### config.mk
export PLATFORM = sky130hd
export DESIGN_NAME = vtn_sqrt_cell
export DESIGN_NICKNAME = d
export VERILOG_FILES = /design/src/vtn_pkg.sv /design/src/vtn_sqrt_cell.sv
export SDC_FILE = /design/constraint.sdc
export NUM_CORES = 1
export LEC_CHECK = 0
export BUFFER_PORTS_ARGS = -buffer_cell sky130_fd_sc_hd__buf_2
export CORE_AREA = 2 2 178 180
export CTS_CLUSTER_SIZE = 14
export DETAILED_ROUTE_END_ITERATION = 7
export DIE_AREA = 0 0 180 182
export PLACE_DENSITY_LB_ADDON = 0.1
export SYNTH_ARGS = -nofsm -noshare
export SYNTH_HDL_FRONTEND = slang
export SYNTH_SLANG_ARGS = --single-unit
### constraint.sdc
create_clock -name clk -period 9.5 [get_ports clk]
set_input_delay 1.425 -clock clk [delete_from_list [all_inputs] [get_ports clk]]
set_output_delay 1.425 -clock clk [all_outputs]
set_load 0.1 [all_outputs]
### src/vtn_pkg.sv
// Shared types and constants for the vector transform and normalise block.
// Used by every module under src except vtn_check; depends on nothing else.
package vtn_pkg;

  localparam int VEC_W       = 32;   // Q16.16 vector component
  localparam int MAT_W       = 16;   // Q2.14 matrix element
  localparam int PROD_W      = VEC_W + MAT_W;
  localparam int SQ_W        = 2 * VEC_W;
  localparam int REM_W       = VEC_W + 2;
  localparam int NORM_W      = 16;
  localparam int Q_W         = 15;   // quotient bits, enough for one in Q2.14
  localparam int NUM_W       = VEC_W + 14;
  localparam int MINLEN_W    = 16;
  localparam int FRONT_LAT   = 4;
  localparam int SQRT_CELLS  = VEC_W;
  localparam int DIV_CELLS   = Q_W;
  localparam int PIPE_DEPTH  = FRONT_LAT + SQRT_CELLS + 1 + DIV_CELLS;

  localparam logic [MINLEN_W-1:0] MINLEN_RESET = 16'd66;
  localparam logic [Q_W-1:0]      UNIT_Q14     = 15'd16384;

  typedef struct packed {
    logic signed [VEC_W-1:0] x;
    logic signed [VEC_W-1:0] y;
    logic signed [VEC_W-1:0] z;
  } vec_t;

  typedef struct packed {
    logic signed [MAT_W-1:0] c1;
    logic signed [MAT_W-1:0] c2;
    logic signed [MAT_W-1:0] c3;
  } row_t;

  // Square root working set: radicand still to consume, partial remainder and root.
  typedef struct packed {
    logic [SQ_W-1:0]  rad;
    logic [REM_W-1:0] rem;
    logic [VEC_W-1:0] root;
  } sqs_t;

  // One division lane: partial remainder, numerator bits still to bring down, quotient.
  typedef struct packed {
    logic [VEC_W:0]   rem;
    logic [Q_W-1:0]   nb;
    logic [Q_W-1:0]   q;
  } dlane_t;

  typedef struct packed {
    logic [VEC_W-1:0] len;
    logic [2:0]       neg;
    logic             short_len;
  } dctl_t;

endpackage

### src/vtn_sqrt_cell.sv
// One cell of the square root chain: settles one root bit per cell.
// Depends on vtn_pkg.
module vtn_sqrt_cell (
  input  logic           clk,
  input  logic           en,
  input  vtn_pkg::sqs_t  d_i,
  input  vtn_pkg::vec_t  t_i,
  output vtn_pkg::sqs_t  d_o,
  output vtn_pkg::vec_t  t_o
);

  vtn_pkg::sqs_t d_nxt;
  vtn_pkg::sqs_t d_r;
  vtn_pkg::vec_t t_r;

  always_comb begin
    logic [vtn_pkg::REM_W-1:0] r2;
    logic [vtn_pkg::REM_W-1:0] trial;
    r2    = {d_i.rem[vtn_pkg::VEC_W-1:0], d_i.rad[vtn_pkg::SQ_W-1 -: 2]};
    trial = {d_i.root, 2'b01};
    d_nxt.rad = {d_i.rad[vtn_pkg::SQ_W-3:0], 2'b00};
    if (r2 >= trial) begin
      d_nxt.rem  = r2 - trial;
      d_nxt.root = {d_i.root[vtn_pkg::VEC_W-2:0], 1'b1};
    end else begin
      d_nxt.rem  = r2;
      d_nxt.root = {d_i.root[vtn_pkg::VEC_W-2:0], 1'b0};
    end
  end

  always_ff @(posedge clk) begin
    if (en) begin
      d_r <= d_nxt;
      t_r <= t_i;
    end
  end

  assign d_o = d_r;
  assign t_o = t_r;

endmodule

==> impl_metrics.csv, run 1 <==
group,metric,value,unit
status,status,"completed",
timing,rsz0062_at_grt,"false",
hold_path,min_path_cells,1,
synth,syn-cell-area,9190,um2
timing,clock.fmax,227,MHz
global_route,groute.usage.overall,16.5,%
placement,dpl.cell_count,1417,
cts,cts_setup_buffers,0,
drt,via_per_inst,4.45,
placement,pre_cts_ws,4.47,ns
timing,setup_tns,0,ns
drt,route.detailed.drc,0,
final_layout,nFillCells,3036,
synth,synth_top_cells_by_area,"edfxtp_1, ha_1, mux2_2, a21oi_1, inv_1",
floorplan,die_x,180,um
floorplan,ios,454,
synth,yosysTopAreaCell,"edfxtp_1",
drt,wl_per_cell,19.5,um
synth,ys_seq_area_share,73.2,%
setup_path,cp.required,9.78,ns
pwr,p_leak,5.50,nW
cts,clockBufferDepth,3,
drt,routed-wl-met3,2190,um
synth,synthMuxAreaShare,2.82,%
cts,cts.clk_slew.worst_paths,0.06,ns
setup_path,crit_chain,"buf_2 > inv_1 > ha_1 > nand3_2 > nor4b_2 > o31ai_2 > a2111oi_4 > o21ai_2 > a21boi_4 > nor2_4 > inv_2 > mux2_2",
timing,setup_violations,0,
setup_path,max_stage_delay,0.57,ns
hold_path,hold_class,"in2reg",
placement,port_buffers,449,
cts,clockRootBuffer,"clkbuf_16",
final_layout,area_delta_synth_final,37.7,%
drt,ant_nets,0,
cts,ctsHoldBuffers,0,
setup_path,cp-start-kind,"input pin",
pwr,powerDensity,244,nW/um2
synth,ys_ff_latch,224,
global_route,grt-ovfl-total,0,
drt,met1_length,11100,um
synth,synth_xor_area_share,2.57,%
cts,cts_resized,0,
global_route,grt_pass1_wl,41400,um
global_route,grt_max_degree,142,
cts,cts_tree,"done",
synth,async_flop_share,0,%
drt,drtPass1Iterations,4,
cts,cts_buffers,26,
synth,synth_ff_type,"edfxtp_1",
synth,syn_avg_cell_area,16.0,um2
synth,ys_types,60,
setup_path,cp_top_family,"compound AO/OA/AOI/OAI gates",
cts,htreeDepth,1,
synth,yosys_warnings,0,
setup_path,crit_slowest_cell,"inv_2",
hold_path,whs_endpoint,"t_o[76]",
setup_path,worst_ep_arrival_time,4.69,ns
floorplan,die_h,182,um
timing,finalCriticalPeriod,4.41,ns
final_layout,finalNonFillerCells,1462,
placement,dp_hpwl,22300,um
floorplan,fp-row-count,65,
timing,fin_ws,5.09,ns
timing,drv_slew,0,
setup_path,crit_fanout,29,
floorplan,core,31000,um2
timing,slew_headroom,26.7,%
setup_path,startpoint,"d_i[7]",
job,max_cap_violations,0,
drt,vias,6500,
pwr,vdd_drop_max,0.138,mV
floorplan,fp.dieArea,32800,um2
drt,top_layer,"met5",
final_layout,layout.nets,1305,
synth,synth_edf_count,224,
drt,wl_met2,14700,um
drt,routed_wl,28500,um
setup_path,critPathCaptureType,"register",
synth,synth_top_area_share,73.2,%
setup_path,critPathKind,"in2reg",
global_route,grt_pass1_vias,6610,
synth,yosys.area_share.adder,4.63,%
synth,synth_top_family_by_area,"compound AO/OA/AOI/OAI gates",
floorplan,start_util,29.7,%
hold_path,worstHoldStart,"t_i[76]",
timing,hold_viol_final,0,
drt,first_iter_violations,417,
synth,synth_compound_area_share,9.14,%
timing,period_share,46.4,%
synth,synth_cells,573,
placement,gp_congestion,0.755,
timing,worst_pin_slew,1.10,ns
synth,yosys.area_share.simple,5.11,%
pwr,total_power,0.00309,W
cts,cts.sinks,224,
final_layout,drive_gt1_share,48.8,%
global_route,antenna_found_initial,2,
setup_path,worstPathBufferInverterCount,3,
-- synth_stat cells, types with 2 or more instances --
library cell / instances
o21ai_0: 23
o31ai_1: 3
a221o_1: 3
edfxtp_1: 224
clkbuf_1: 3
a31o_2: 4
inv_1: 41
a211oi_1: 4
mux2_4: 3
nor4b_1: 3
buf_4: 3
a31oi_1: 4
nor2_1: 17
ha_1: 34
mux2_2: 19
xor2_1: 10
o21a_1: 7
nand2b_1: 2
a21o_1: 17
xnor2_1: 17
nor2b_1: 2
a21oi_1: 39
and2_1: 2
nor3_1: 11
nand4_1: 3
nand2_1: 21
nand3_1: 14
and3_1: 8
-- cell type report --
cell class | count | area [um2] | share of cell area (%)
flip-flops and latches | 224 | 6730 | 53.2
repair buffers | 450 | 2260 | 17.9
multi-input cells | 299 | 2240 | 17.7
clock buffers | 35 | 684 | 5.41
well taps | 402 | 503 | 3.97
inverters | 42 | 158 | 1.25
clock inverters | 9 | 78.8 | 0.623
diodes | 1 | 2.50 | 0.0198
-- logic make-up (layout without fill, tap and decap cells) --
family / after synthesis / after routing
compound gates: 124 / 124
xor+xnor: 27 / 27
fa+ha+maj: 34 / 34
buf+inv: 51 / 536
flops: 224 / 224
mux: 22 / 22
other cells: 1 / 3
simple gates: 90 / 90
-- how the worst max path moves through the flow --
| stage | endpoint | cells after the start |
|---|---|---|
| floorplan | d_o[57] | 13 |
| global placement | d_o[42] | 12 |
| detailed placement | d_o[39] | 12 |
| CTS | d_o[46] | 12 |
| global route | d_o[46] | 12 |
| finish | d_o[46] | 12 |
-- where the power goes --
| part | total [W] | switching [W] | internal (W) |
|---|---|---|---|
| Sequential | 0.00121 | 0.0000186 | 0.00119 |
| Clock | 0.000909 | 0.000381 | 0.000528 |
| Combinational | 0.000974 | 0.000809 | 0.000165 |
-- routing by layer --
metal,vias up,GRT usage [%]
met2,242,30.1
met4,2,3.84
met5,-,0
met3,30,5.05
met1,3076,18.9
li1,3150,-
-- cells in the final DEF, fill, tap and decap left out, types with 3 or more instances in the layout --
| cell | synthesis | final |
|---|---|---|
| clkbuf_16 | 0 | 26 |
| edfxtp_1 | 224 | 224 |
| ha_1 | 34 | 34 |
| nand3_1 | 14 | 14 |
| mux2_2 | 19 | 19 |
| nand2_1 | 21 | 21 |
| a21o_1 | 17 | 17 |
| nand4_1 | 3 | 3 |
| buf_2 | 1 | 448 |
| clkinv_1 | 0 | 4 |
| a31oi_1 | 4 | 4 |
| xnor2_1 | 17 | 17 |
| o31ai_1 | 3 | 3 |
| a211oi_1 | 4 | 4 |
| nor3_1 | 11 | 11 |
| o21ai_0 | 23 | 23 |
| clkbuf_1 | 3 | 9 |
| o21a_1 | 7 | 7 |
| and3_1 | 8 | 8 |
| a31o_2 | 4 | 4 |
| mux2_4 | 3 | 3 |
| nor2_1 | 17 | 17 |
| a21oi_1 | 39 | 39 |
| a221o_1 | 3 | 3 |
| xor2_1 | 10 | 10 |
| inv_1 | 41 | 41 |
| nor4b_1 | 3 | 3 |
-- registers in the layout (all words and copies together), names as in the netlist --
signal  flops
d_o       128
t_o        96
-- metrics by stage --
step | util [%] | cell area (um2) | hold WS, ns
2_1_floorplan | - | 9190 | 1.52
3_3_place_gp | 38.4 | 11900 | 1.60
3_5_place_dp | 38.4 | 11900 | 1.60
4_1_cts | 40.8 | 12700 | 1.02
5_1_grt | 40.8 | 12700 | 1.03
6_report | 40.8 | 12700 | 1.06
Power figures use the tool's default switching activity.
==> run 2: changes to the inputs <==
Settings changed: ABC_AREA set to 1, CORE_AREA 2 2 178 180 to unset, CORE_UTILIZATION set to 32, DIE_AREA 0 0 180 182 to unset.
Clock period 9.5 ns to 4.2 ns, I/O delays scaled along.
==> run 2 against run 1 <==
Compared with the run above: global-route usage is 2.4 points higher; largest cell class unchanged; critical path depth stayed put; critical endpoint is now d_o[61]; sequential power is 130% higher; count of clock-buffer cells in the layout is 4 lower; clock power grew to 2.5 times the previous value; synthesized cell count is 50% higher; wire length is 7.8% higher.
==> impl_metrics.csv, run 2 <==
group,metric,value,unit
final_layout,layout.nets,1592,
cts,cts_buffers,26,
final_layout,area_delta_synth_final,36.8,%
timing,hold_viol_final,0,
synth,syn-cell-area,9760,um2
synth,synth_top_cells_by_area,"edfxtp_1, nand2_1, inv_1, ha_1, nor2_1",
final_layout,nFillCells,2960,
global_route,groute.usage.overall,18.9,%
cts,cts.sinks,224,
synth,synth_common_cells,"nand2_1, edfxtp_1, inv_1",
cts,cts_setup_buffers,0,
setup_path,critPathMostFrequentCell,"nand2_1",
synth,yosysTopAreaCell,"edfxtp_1",
cts,cts_resized,0,
timing,holdWs,0.282,ns
final_layout,drive_gt1_share,37.6,%
synth,synth_top_area_share,68.9,%
timing,worst_pin_slew,0.829,ns
synth,yosys_warnings,0,
drt,ant_nets,0,
synth,ys_seq_area_share,68.9,%
setup_path,crit_fanout,4,
final_layout,multi_input_area,2480,um2
synth,synth_cells,858,
synth,ys_types,27,
timing,setup_tns,0,ns
pwr,p_leak,6.41,nW
synth,synth_ff_type,"edfxtp_1",
timing,finalCriticalPeriod,2.40,ns
floorplan,start_util,32.7,%
drt,wl_per_cell,17.7,um
setup_path,critPathCaptureType,"register",
synth,syn_avg_cell_area,11.4,um2
status,status,"completed",
timing,slew_headroom,44.1,%
floorplan,die_h,177,um
setup_path,cp-start-kind,"input pin",
drt,routed_wl,30800,um
synth,ys_ff_latch,224,
global_route,grt_pass1_vias,7337,
pwr,vdd_drop_max,0.282,mV
placement,dp_hpwl,24500,um
setup_path,cp_top_family,"simple AND/OR/NAND/NOR gates",
pwr,p_seq_share,37.6,%
synth,yosysMostFrequentCell,"nand2_1",
timing,clock.fmax,416,MHz
drt,vias,7627,
drt,via_per_inst,4.38,
setup_path,worstPathBufferInverterCount,2,
floorplan,ios,454,
final_layout,final_cell_mix,"buf_2, nand2_1, edfxtp_1, inv_1, nor2_1",
pwr,netSwitchingPower,0.00282,W
floorplan,fp-row-count,63,
setup_path,crit_chain,"buf_2 > inv_1 > ha_1 > nand2_1 > nor2_1 > nand2_1 > o21ai_0 > nand2_1 > nand2_1 > nand2_1 > nand3_1 > nand2_1",
drt,first_iter_violations,398,
setup_path,worst_ep_arrival_time,2.67,ns
setup_path,max_stage_delay,0.67,ns
drt,route.detailed.drc,0,
floorplan,core,29800,um2
setup_path,cp.required,4.46,ns
timing,period_share,57.3,%
cts,clockRootBuffer,"clkbuf_16",
pwr,swShare,38.8,%
final_layout,final_common_cell,"buf_2",
placement,gp_congestion,0.870,
pwr,powerDensity,545,nW/um2
global_route,grt_max_degree,95,
placement,port_buffers,449,
synth,synth_edf_count,224,
cts,clockBufferDepth,3,
pwr,p_clk_share,31.3,%
cts,htreeDepth,1,
cts,cts.clk_slew.worst_paths,0.06,ns
pwr,internal-power,0.00445,W
global_route,grt_pass1_wl,44300,um
final_layout,seq_area,6730,um2
job,max_cap_violations,0,
setup_path,critPathKind,"in2reg",
synth,async_flop_share,0,%
hold_path,hold_class,"in2reg",
global_route,grt-ovfl-total,0,
cts,cts_tree,"done",
final_layout,largest_reg_flops,128,
timing,rsz0062_at_grt,"false",
timing,setup_violations,0,
setup_path,crit_slowest_cell,"o21ai_0",
timing,drv_slew,0,
floorplan,fp.dieArea,31200,um2
drt,drtPass1Iterations,5,
pwr,power_frac_comb,31.1,%
floorplan,die_x,177,um
global_route,antenna_found_initial,7,
cts,ctsHoldBuffers,0,
-- run 2: changes by cell type in the layout (fill, tap and decap cells not counted), moves of 16 or more --
cell     delta
nand3_1    +24
inv_1      +82
a21o_1     -16
nor2_1     +34
nand2_1   +256
mux2_2     -19
-- run 2: path summary, 6_finish.rpt --
kind / startpoint / to / slack [ns] / depth (start not counted)
setup / recovery: d_i[3] / d_o[61] / 1.80 / 12
hold / removal: t_i[95] / t_o[95] / 0.28 / 1
-- run 2: power by group through the flow --
stage	clock [W]	sequential [W]	combinational, W
floorplan	0	0.00422	0.000365
global placement	0	0.00278	0.00227
detailed placement	0	0.00278	0.00227
CTS	0.00236	0.00274	0.00228
global route	0.00243	0.00276	0.00236
finish	0.00228	0.00274	0.00226
-- run 2: final cells by class --
type / count / area share, %
clock inverters: 14 / 1.29
well taps: 390 / 3.65
inverters: 128 / 3.62
repair buffers: 451 / 17.2
flip-flops and latches: 224 / 50.4
multi-input cells: 499 / 18.6
clock buffers: 31 / 5.17
diodes: 5 / 0.0937
-- run 2: per-layer routing --
layer	vias to the layer above	GRT usage, %	part of all wire [%]
li1	3802	-	-
met1	3528	22.8	40
met2	255	34.0	51
met3	36	5.00	7.7
met4	6	3.70	1.4
met5	-	0	0.10
-- run 2: logic make-up after synthesis --
logic type               synth area share (%)
AND/OR/NAND/NOR                          16.9
flip-flops                               68.9
buffers and inverters                    5.68
AO/OA/AOI/OAI                            2.55
adder cells (fa/ha/maj)                  4.36
XOR/XNOR                                 1.53
other                                  0.0384
-- run 2: stage by stage --
stage / cell area (um2) / worst slack (ns) / utilization, % / cells / total power (W)
CTS: 13300 / 1.79 / 44.8 / 1737 / 0.00738
global placement: 12500 / 1.18 / 41.9 / 1692 / 0.00505
finish: 13400 / 1.80 / 44.8 / 1742 / 0.00727
floorplan: 9760 / 1.92 / - / 859 / 0.00459
detailed placement: 12500 / 1.23 / 41.9 / 1692 / 0.00506
global route: 13300 / 1.50 / 44.8 / 1738 / 0.00755
