## config.mk

```make
export PLATFORM = sky130hd
export DESIGN_NAME = vtn_div_cell
export DESIGN_NICKNAME = d
export VERILOG_FILES = /design/src/vtn_pkg.sv /design/src/vtn_div_cell.sv
export SDC_FILE = /design/constraint.sdc
export NUM_CORES = 1
export LEC_CHECK = 0
export ABC_AREA = 1
export BUFFER_PORTS_ARGS = -buffer_cell sky130_fd_sc_hd__buf_2
export CORE_UTILIZATION = 49
export CTS_BUF_LIST = sky130_fd_sc_hd__clkbuf_16
export DETAILED_ROUTE_END_ITERATION = 7
export PLACE_DENSITY_LB_ADDON = 0.08
export SLEW_MARGIN = 30
export SYNTH_ARGS = -nofsm -noshare
export SYNTH_HDL_FRONTEND = slang
export SYNTH_SLANG_ARGS = --single-unit
```

## constraint.sdc

```tcl
create_clock -name clk -period 2.2 [get_ports clk]
set_input_delay 0.44 -clock clk [delete_from_list [all_inputs] [get_ports clk]]
set_output_delay 0.44 -clock clk [all_outputs]
set_load 0.02 [all_outputs]
```

## src/vtn_pkg.sv

```systemverilog
// Shared types and constants for the vector transform and normalise block.
// Used by every module under src except vtn_check; depends on nothing else.
package vtn_pkg;

  localparam int VEC_W       = 32;   // Q16.16 vector component
  localparam int MAT_W       = 16;   // Q2.14 matrix element
  localparam int PROD_W      = VEC_W + MAT_W;
  localparam int SQ_W        = 2 * VEC_W;
  localparam int REM_W       = VEC_W + 2;
  localparam int NORM_W      = 16;
  localparam int Q_W         = 15;   // quotient bits, enough for one in Q2.14
  localparam int NUM_W       = VEC_W + 14;
  localparam int MINLEN_W    = 16;
  localparam int FRONT_LAT   = 4;
  localparam int SQRT_CELLS  = VEC_W;
  localparam int DIV_CELLS   = Q_W;
  localparam int PIPE_DEPTH  = FRONT_LAT + SQRT_CELLS + 1 + DIV_CELLS;

  localparam logic [MINLEN_W-1:0] MINLEN_RESET = 16'd66;
  localparam logic [Q_W-1:0]      UNIT_Q14     = 15'd16384;

  typedef struct packed {
    logic signed [VEC_W-1:0] x;
    logic signed [VEC_W-1:0] y;
    logic signed [VEC_W-1:0] z;
  } vec_t;

  typedef struct packed {
    logic signed [MAT_W-1:0] c1;
    logic signed [MAT_W-1:0] c2;
    logic signed [MAT_W-1:0] c3;
  } row_t;

  // Square root working set: radicand still to consume, partial remainder and root.
  typedef struct packed {
    logic [SQ_W-1:0]  rad;
    logic [REM_W-1:0] rem;
    logic [VEC_W-1:0] root;
  } sqs_t;

  // One division lane: partial remainder, numerator bits still to bring down, quotient.
  typedef struct packed {
    logic [VEC_W:0]   rem;
    logic [Q_W-1:0]   nb;
    logic [Q_W-1:0]   q;
  } dlane_t;

  typedef struct packed {
    logic [VEC_W-1:0] len;
    logic [2:0]       neg;
    logic             short_len;
  } dctl_t;

endpackage

```

## src/vtn_div_cell.sv

```systemverilog
// One cell of the division chain: one quotient bit for each of three lanes.
// Depends on vtn_pkg.
module vtn_div_cell (
  input  logic                   clk,
  input  logic                   en,
  input  vtn_pkg::dlane_t [2:0]  l_i,
  input  vtn_pkg::dctl_t         c_i,
  output vtn_pkg::dlane_t [2:0]  l_o,
  output vtn_pkg::dctl_t         c_o
);

  vtn_pkg::dlane_t [2:0] l_nxt;
  vtn_pkg::dlane_t [2:0] l_r;
  vtn_pkg::dctl_t        c_r;

  always_comb begin
    logic [vtn_pkg::VEC_W:0] r2;
    for (int k = 0; k < 3; k++) begin
      r2 = {l_i[k].rem[vtn_pkg::VEC_W-1:0], l_i[k].nb[vtn_pkg::Q_W-1]};
      l_nxt[k].nb = {l_i[k].nb[vtn_pkg::Q_W-2:0], 1'b0};
      if (r2 >= {1'b0, c_i.len}) begin
        l_nxt[k].rem = r2 - {1'b0, c_i.len};
        l_nxt[k].q   = {l_i[k].q[vtn_pkg::Q_W-2:0], 1'b1};
      end else begin
        l_nxt[k].rem = r2;
        l_nxt[k].q   = {l_i[k].q[vtn_pkg::Q_W-2:0], 1'b0};
      end
    end
  end

  always_ff @(posedge clk) begin
    if (en) begin
      l_r <= l_nxt;
      c_r <= c_i;
    end
  end

  assign l_o = l_r;
  assign c_o = c_r;

endmodule

```

==> results of run 1 <==
## kinds of logic after synthesis
group	Yosys count
XOR/XNOR	45
adder cells (fa/ha/maj)	99
AO/OA/AOI/OAI	72
buffers and inverters	473
AND/OR/NAND/NOR	1321
other	1
flip-flops	222
## state kept, by name, indices dropped and copies added (netlist names)
signal  flops
c_o        36
l_o       186
## worst max-delay path by stage
stage                               endpoint     from  slack, ps  depth (start not counted)
after floorplan            l_o[55]$_DFFE_PP_  c_i[11]        100                         15
final                      l_o[43]$_DFFE_PP_  c_i[24]         90                         11
after CTS                 l_o[165]$_DFFE_PP_   c_i[6]         90                         15
after detailed placement  l_o[165]$_DFFE_PP_   c_i[6]       -480                         15
after global placement    l_o[158]$_DFFE_PP_   c_i[6]       -450                         15
after global routing      l_o[125]$_DFFE_PP_  c_i[11]        -70                         19
## stage by stage
| stage | setup TNS, ps | total power, mW | instances |
|---|---|---|---|
| final | 0 | 15.1 | 3534 |
| after global routing | -469 | 15.8 | 3534 |
| after CTS | 0 | 15.0 | 3527 |
| after detailed placement | -40350 | 10.5 | 3479 |
| after global placement | -38470 | 10.4 | 3479 |
| after floorplan | 0 | 8.12 | 2235 |
## layout make-up
| class | count | area [um^2] |
|---|---|---|
| diodes | 1 | 2.50 |
| clock buffers | 27 | 676 |
| clock inverters | 21 | 228 |
| fillers | 2828 | 9490 |
| inverters | 437 | 1650 |
| multi-input cells | 1541 | 7890 |
| flip-flops and latches | 222 | 6670 |
| well taps | 442 | 553 |
| repair buffers | 843 | 5470 |
## repair_timing
action,4_1_cts,5_1_grt
hold buffers,0,0
endpoints found under the hold margin,0,0
buffers inserted,0,5
endpoints found under the setup margin,0,73
gates resized for setup,0,50
## synthesized netlist by cell type (3+ instances only)
cell,count,area share (%)
buf_2,22,0.68
nand3_2,16,0.99
nand3b_1,11,0.51
nor3_2,3,0.18
nand3_1,110,3.4
inv_1,434,10
edfxtp_1,222,41
xor2_1,41,2.2
nand2_1,932,22
and2_1,15,0.58
fa_1,3,0.37
or2_2,4,0.15
nand4_1,71,2.7
inv_2,3,0.069
nor2_1,107,2.5
buf_6,8,0.55
nand2_2,6,0.23
xnor2_1,4,0.22
nor3_1,21,0.65
buf_4,3,0.14
o21ai_0,6,0.18
a21oi_1,60,1.8
ha_1,96,7.4
o21bai_1,4,0.18
nor2_2,15,0.58
## per-layer routing
layer  track usage, %  part of all wire [%]  vias up  wire length [um]
li1                 -                     -     8707                 -
met1             43.4                    43     7877             24900
met2             56.7                    47      693             27200
met3             4.25                   7.2      105              4160
met4             11.0                   3.1        2              1820
met5                0                 0.022        -                13
## where the power goes
part / internal (mW) / switching [mW] / total [mW]
clock network: 2.72 / 1.81 / 4.52
registers: 5.25 / 0.132 / 5.38
logic: 2.08 / 3.07 / 5.15
total: 10.0 / 5.01 / 15.1
## placed cells by master (no fill, tap or decap), types with 4 or more instances in the layout
master	n
clkinvlp_4	7
bufinv_16	4
and2_1	15
nand2_1	911
clkinv_1	4
nor3_2	5
nand4_1	71
nor2_2	19
nor2_1	102
nand3b_1	11
nor3_1	19
ha_1	90
ha_4	6
buf_12	17
or2_2	4
xor2_1	41
xnor2_1	4
buf_4	380
nand3_1	109
o21bai_1	4
buf_2	441
o21ai_0	6
clkbuf_16	27
nand2_2	26
nand3_2	17
edfxtp_1	222
a21oi_1	59
inv_1	434
==> impl_metrics.toml, run 1 <==
[status]
status = "completed"

[cells_and_area]
drive_above_1_share_pct = 31.7
fin_util_pct = 70.9
area_growth_pct = 42.3
final_area_um2 = 23100
final_net_count = 3397

[die]
core_area_um2 = 32600
fp.dieW_um = 184
io_pins = 452
fp-row-count = 66
die_h_um = 184
initial_utilization_pct = 49.8
die-area_um2 = 33900

[min_path]
min_path_cells = 1
hold_path.class = "input port to flop"
hold_start = "l_i[86]"
min_to = "l_o[87]$_DFFE_PP_"

[setup_path]
timing.critical_path.arrival_ps = 2400
path_buf_inv = 3
end_kind = "flop"
crit_chain = "buf_2 > clkinvlp_4 > ha_1 > nand2_1 > nor2_2 > nand2_1 > nor2_2 > nand4_4 > buf_4 > nand4_1 > nand2_1"
cp_top_family = "simple AND/OR/NAND/NOR gates"
crit_type = "input port to flop"
cpPeakStageDelay_ps = 460
slowest_stage = "ha_1"
critPathMaxFanout = 19
crit_path_frequent_cell = "nand2_1"
worstPathRequired_ps = 2490
startpoint_type = "input port"

[clocking]
clk_pin_slew_worst_paths_ps = 60
cts-root-buf = "clkbuf_16"
clk_path_buf_depth = 3
cts_tree = "built"
cts_buffers = 26
cts_htree_levels = 1
numClockSinks = 222

[drt]
firstDrtPassIters = 6
drtAntennaViolNets = 0
drt_iter0_drc = 1251
drt_wl_total_um = 58100
via_per_inst = 4.92
drt-wirelength-per-cell_um = 16.4
via_count = 17384
drc = 0

[timing]
fmax_mhz = 474
holdWs_ps = 69.8
slew_viol_final = 0
rsz0062_at_grt = "yes"
min_period_ps = 2110
finalCritPeriodShare_pct = 96.0
setup-violations-final = 0
fin_ws_ps = 88.2
hold_viol_final = 0

[global_route]
gr-usage-all-layers_pct = 33.2
grt_antenna_before_repair = 2
first_global_vias = 16063
grt_pass1_wl_um = 86000
gr-total-overflow = 0
grt_start_max_net_pins = 46

[yosys]
syn_area_um2 = 16300
synth_top_family_by_area = "simple AND/OR/NAND/NOR gates"
syn-instance-count = 2233
synth_xor_area_share_pct = 2.43
ys.flop_type = "edfxtp_1"
synth_area_per_cell_um2 = 7.28
synth-warning-count = 0
ys_types = 37
muxShareOfSynthArea_pct = 0
synth_edf_count = 222
yosysSeqAreaShare_pct = 41.0
synthAdderAreaFrac_pct = 7.76
yosys.area_share.simple_pct = 34.8
postSynth.asyncResetShare_pct = 0
ys_seq_elements = 222
synth_compound_area_share_pct = 2.29

[power_and_ir_drop]
ir_worst_vdd_mv = 0.655
p_leak_nw = 13.0
power_density_nw_per_um2 = 651

[placement]
portBuffers = 442
placed_area_um2 = 21900
post-dp-hpwl_um = 47500
gp_congestion = 1.05
dp_slack_ps = -481

[flow_run]
maxCapViolCount = 0
(Power assumes the default switching activity.)
==> run 2, diff against run 1 <==
CTS_BUF_LIST = unset   (was sky130_fd_sc_hd__clkbuf_16)
==> run 2 against run 1 <==
  * Setup slack got worse by 21 ps
  * Largest cell class unchanged
  * Flip-flop and latch count unchanged
  * Count of clock-buffer cells in the layout grew 2
  * Sequential power is essentially flat
  * Total power barely moved
  * Wire length about the same
==> impl_metrics.toml, run 2 (synthesized netlist as in run 1, its figures left out) <==
[clocking]
cts_htree_levels = 1
cts_buffers = 26
cts_tree = "built"
clk_path_buf_depth = 3
clk_pin_slew_worst_paths_ps = 60
cts-root-buf = "clkbuf_16"
numClockSinks = 222

[placement]
post-dp-hpwl_um = 47500
placed_area_um2 = 21900
dp_slack_ps = -481
gp_congestion = 1.05
portBuffers = 442

[global_route]
grt_start_max_net_pins = 46
grt_pass1_wl_um = 86000
gr-usage-all-layers_pct = 33.2
grt_antenna_before_repair = 2
first_global_vias = 16063
gr-total-overflow = 0

[timing]
setup-violations-final = 0
tns_ps = 0
fmax_mhz = 469
min_period_ps = 2130
slew_viol_final = 0
finalCritPeriodShare_pct = 97.0
holdWs_ps = 68.6
fin_ws_ps = 67.1
rsz0062_at_grt = "yes"
hold_viol_final = 0

[cells_and_area]
final_area_um2 = 23100
largest_register_ffs = 186
final_net_count = 3397
final_cell_mix = "nand2_1 (911), buf_2 (441), inv_1 (432), buf_4 (380), edfxtp_1 (222)"
area_growth_pct = 42.3
drive_above_1_share_pct = 31.7
layout_commonest_cell = "nand2_1"
final.fill_count = 2828

[setup_path]
setup.worst_path.start = "c_i[24]"
timing.critical_path.arrival_ps = 2430
crit_type = "input port to flop"
startpoint_type = "input port"
cp-endpoint = "l_o[43]$_DFFE_PP_"
worstPathRequired_ps = 2490
end_kind = "flop"
critPathMaxFanout = 19

[power_and_ir_drop]
power_density_nw_per_um2 = 651
ir_worst_vdd_mv = 0.655
p_leak_nw = 13.0
totalPowerFinal_mw = 15.1

[drt]
drt_wl_total_um = 58100
via_per_inst = 4.90
drt-wirelength-per-cell_um = 16.4
via_count = 17323
drt_iter0_drc = 1188
drtAntennaViolNets = 0
firstDrtPassIters = 6
drc = 0

[die]
die_h_um = 184
die-area_um2 = 33900
fp.dieW_um = 184
fp-row-count = 66
io_pins = 452
core_area_um2 = 32600
initial_utilization_pct = 49.8

[status]
status = "completed"

[flow_run]
maxCapViolCount = 0

[min_path]
hold_path.class = "input port to flop"
==> run 2: metrics by stage <==
step | util, % | std cells
CTS | 70.0 | 3527
floorplan | - | 2235
finish | 70.9 | 3534
detailed placement | 67.3 | 3479
global placement | 67.3 | 3479
global route | 70.9 | 3534
==> run 2: timing repair <==
action / 4_1_cts / 5_1_grt
buffers inserted: 0 / 5
hold buffers: 0 / 0
endpoints found under the setup margin: 0 / 73
resized for setup: 0 / 50
==> run 2: area by class of cell <==
type	count	area, um^2	share of cell area (%)
flip-flops and latches	222	6670	28.8
well taps	442	553	2.39
clock buffers	29	683	2.95
inverters	437	1650	7.12
multi-input cells	1541	7890	34.1
diodes	1	2.50	0.0108
repair buffers	843	5470	23.6
clock inverters	19	220	0.952
==> run 2: metal layers <==
metal  vias to the layer above  share of wire (%)  track usage (%)
met3                        90                7.4             4.25
met2                       691                 47             56.7
met5                         -              0.022                0
met1                      7837                 43             43.4
met4                         2                2.9             11.0
li1                       8703                  -                -
==> run 2: how the worst min path moves through the flow <==
stage	from	to	slack, ps	depth (start not counted)
global placement	l_i[9]	l_o[10]$_DFFE_PP_	620	1
CTS	l_i[27]	l_o[28]$_DFFE_PP_	50	1
global route	l_i[16]	l_o[17]$_DFFE_PP_	60	1
finish	l_i[19]	l_o[20]$_DFFE_PP_	70	1
floorplan	c_i[0]	c_o[0]$_DFFE_PP_	540	0
detailed placement	l_i[70]	l_o[71]$_DFFE_PP_	620	1
==> run 2: worst max-delay path, cell delays in order <==
cell and delay, ps:
buf_2 120, clkinvlp_4 260, ha_1 460, nand2_1 110, nor2_2 130, nand2_1 110, nor2_2 210, nand4_4 140
buf_4 240, nand4_1 120, nand2_1 70
==> run 2: where the power goes <==
part	switching [mW]	total [mW]	internal (mW)
clock	1.82	4.54	2.72
sequential	0.131	5.38	5.25
combinational	3.07	5.14	2.08
total	5.01	15.1	10.1
==> run 3, diff against run 2 <==
BUFFER_PORTS_ARGS = unset   (was -buffer_cell sky130_fd_sc_hd__buf_2)
CORE_UTILIZATION = 55   (was 49)
DONT_BUFFER_PORTS = 1   (was unset)
PLACE_DENSITY = 0.73   (was unset)
PLACE_DENSITY_LB_ADDON = unset   (was 0.08)
==> run 3 against run 2 <==
  * Cell area shrank 8.4%
  * Combinational power shrank 25%
  * Sequential share of layout area grew 2.7 points
  * Via count shrank 4.1%
  * Non-clock buffer count shrank 378
  * Total power shrank 7.2%
  * Maximum frequency grew 0.11%
  * Setup slack gained 2.3 ps
  * Flip-flop and latch count is the same
  * Worst hold slack lost 68 ps
  * Die area shrank 11%
  * Core utilization grew 2.5 points
  * Critical endpoint is now l_o[112]$_DFFE_PP_
==> impl_metrics.toml, run 3 (synthesized netlist as in run 1, its figures left out) <==
[die]
core_area_um2 = 28900
io_pins = 452
fp.dieW_um = 174
fp-row-count = 62
initial_utilization_pct = 56.3
die_h_um = 174
die-area_um2 = 30200

[cells_and_area]
final-seq-area_um2 = 6670
largest_register_ffs = 186
final_net_count = 3016
antenna_cells = 0
area_growth_pct = 30.3
drive_above_1_share_pct = 18.2
final_area_um2 = 21200
final.fill_count = 2195
multiInputGateArea_um2 = 7760
fin_util_pct = 73.4
final_cell_mix = "nand2_1 (931), inv_1 (432), buf_4 (373), edfxtp_1 (222), nand3_1 (110)"
layout_commonest_cell = "nand2_1"

[min_path]
hold_start = "c_i[17]"
hold_path.class = "input port to flop"
min_path_cells = 0
min_to = "c_o[17]$_DFFE_PP_"

[clocking]
cts_htree_levels = 1
cts-root-buf = "clkbuf_16"
clk_pin_slew_worst_paths_ps = 70
cts_tree = "built"
cts_buffers = 24
numClockSinks = 222
clk_path_buf_depth = 3

[global_route]
gr-total-overflow = 0
use_met2_pct = 67.1
grt_antenna_before_repair = 0
first_global_vias = 15756
grt_pass1_wl_um = 89100
gr-usage-all-layers_pct = 39.0
met1_usage_pct = 46.3
grt_busiest_layer = "met2"
grt_start_max_net_pins = 223
use_met3_pct = 8.22

[drt]
firstDrtPassIters = 6
via_count = 16614
via_per_inst = 5.37
drt_wl_total_um = 60900
drt-wirelength-per-cell_um = 19.7
drt_iter0_drc = 1537
drtAntennaViolNets = 0
drc = 0

[power_and_ir_drop]
power_frac_seq_pct = 43.9
pwr-share-comb_pct = 27.6
swShare_pct = 34.2
power_density_nw_per_um2 = 660
power.switching_mw = 4.78
p_clk_share_pct = 28.5
ir_worst_vdd_mv = 0.561
p_int_mw = 9.20
p_leak_nw = 11.4

[timing]
setup-violations-final = 0
holdWs_ps = 0.919
finalCritPeriodShare_pct = 96.8
tns_ps = 0
max-slew-margin-rel_pct = 52.7
fmax_mhz = 469
slew_viol_final = 0
fin_ws_ps = 69.4
min_period_ps = 2130
rsz0062_at_grt = "yes"
worstMarginPinSlew_ps = 709
hold_viol_final = 0

[flow_run]
maxCapViolCount = 0

[setup_path]
worstPathRequired_ps = 2480
timing.critical_path.arrival_ps = 2410
crit_type = "input port to flop"
critPathMaxFanout = 17
end_kind = "flop"
startpoint_type = "input port"

[placement]
gp_congestion = 0.957
post-dp-hpwl_um = 47400
dp_slack_ps = -443
portBuffers = 0
placed_area_um2 = 19600

[status]
status = "completed"
==> run 3: metal layers <==
layer	vias up	wire, um
li1	7918	-
met4	0	3240
met2	953	28900
met1	7547	22700
met3	196	5980
met5	-	0
==> run 3: worst max-delay path: stages <==
cell and delay [ps]:
clkinvlp_4 250, ha_1 470, nand2_1 100, nor2_1 200, nand2_1 110, nor2_2 180
nand4_4 180, buf_4 260, nand4_1 120, nand2_1 70
==> run 3: area by class of cell <==
| cell class | instances | share of cell area [%] |
|---|---|---|
| clock buffers | 28 | 3.01 |
| clock inverters | 15 | 0.538 |
| well taps | 384 | 2.27 |
| inverters | 437 | 7.78 |
| multi-input cells | 1540 | 36.6 |
| repair buffers | 465 | 18.3 |
| flip-flops and latches | 222 | 31.5 |
==> run 3: worst max-delay path by stage <==
stage	to	start
final	l_o[112]$_DFFE_PP_	c_i[24]
after global routing	l_o[61]$_DFFE_PP_	c_i[24]
after CTS	l_o[169]$_DFFE_PP_	c_i[24]
after detailed placement	l_o[188]$_DFFE_PP_	c_i[24]
after global placement	l_o[122]$_DFFE_PP_	c_i[22]
after floorplan	l_o[55]$_DFFE_PP_	c_i[11]
==> run 3: per-stage QoR <==
step                instances  total power [mW]
CTS                      3090              13.8
detailed placement       2971              9.81
finish                   3091              14.0
global route             3091              14.5
floorplan                2235              8.12
global placement         2971              9.71
==> run 3: what timing repair did <==
action                                  in CTS  in global routing
setup buffers                                0                  1
resized for setup                            0                 14
hold buffers                                76                  0
endpoints found under the hold margin       76                  0
endpoints found under the setup margin       0                 29
==> run 3: power groups by stage <==
stage	sequential, mW	combinational (mW)	clock, mW
6_report	6.13	3.86	3.98
5_1_grt	6.15	4.22	4.12
4_1_cts	6.13	3.76	3.92
3_5_place_dp	6.21	3.60	0
3_3_place_gp	6.19	3.51	0
2_1_floorplan	6.08	2.05	0
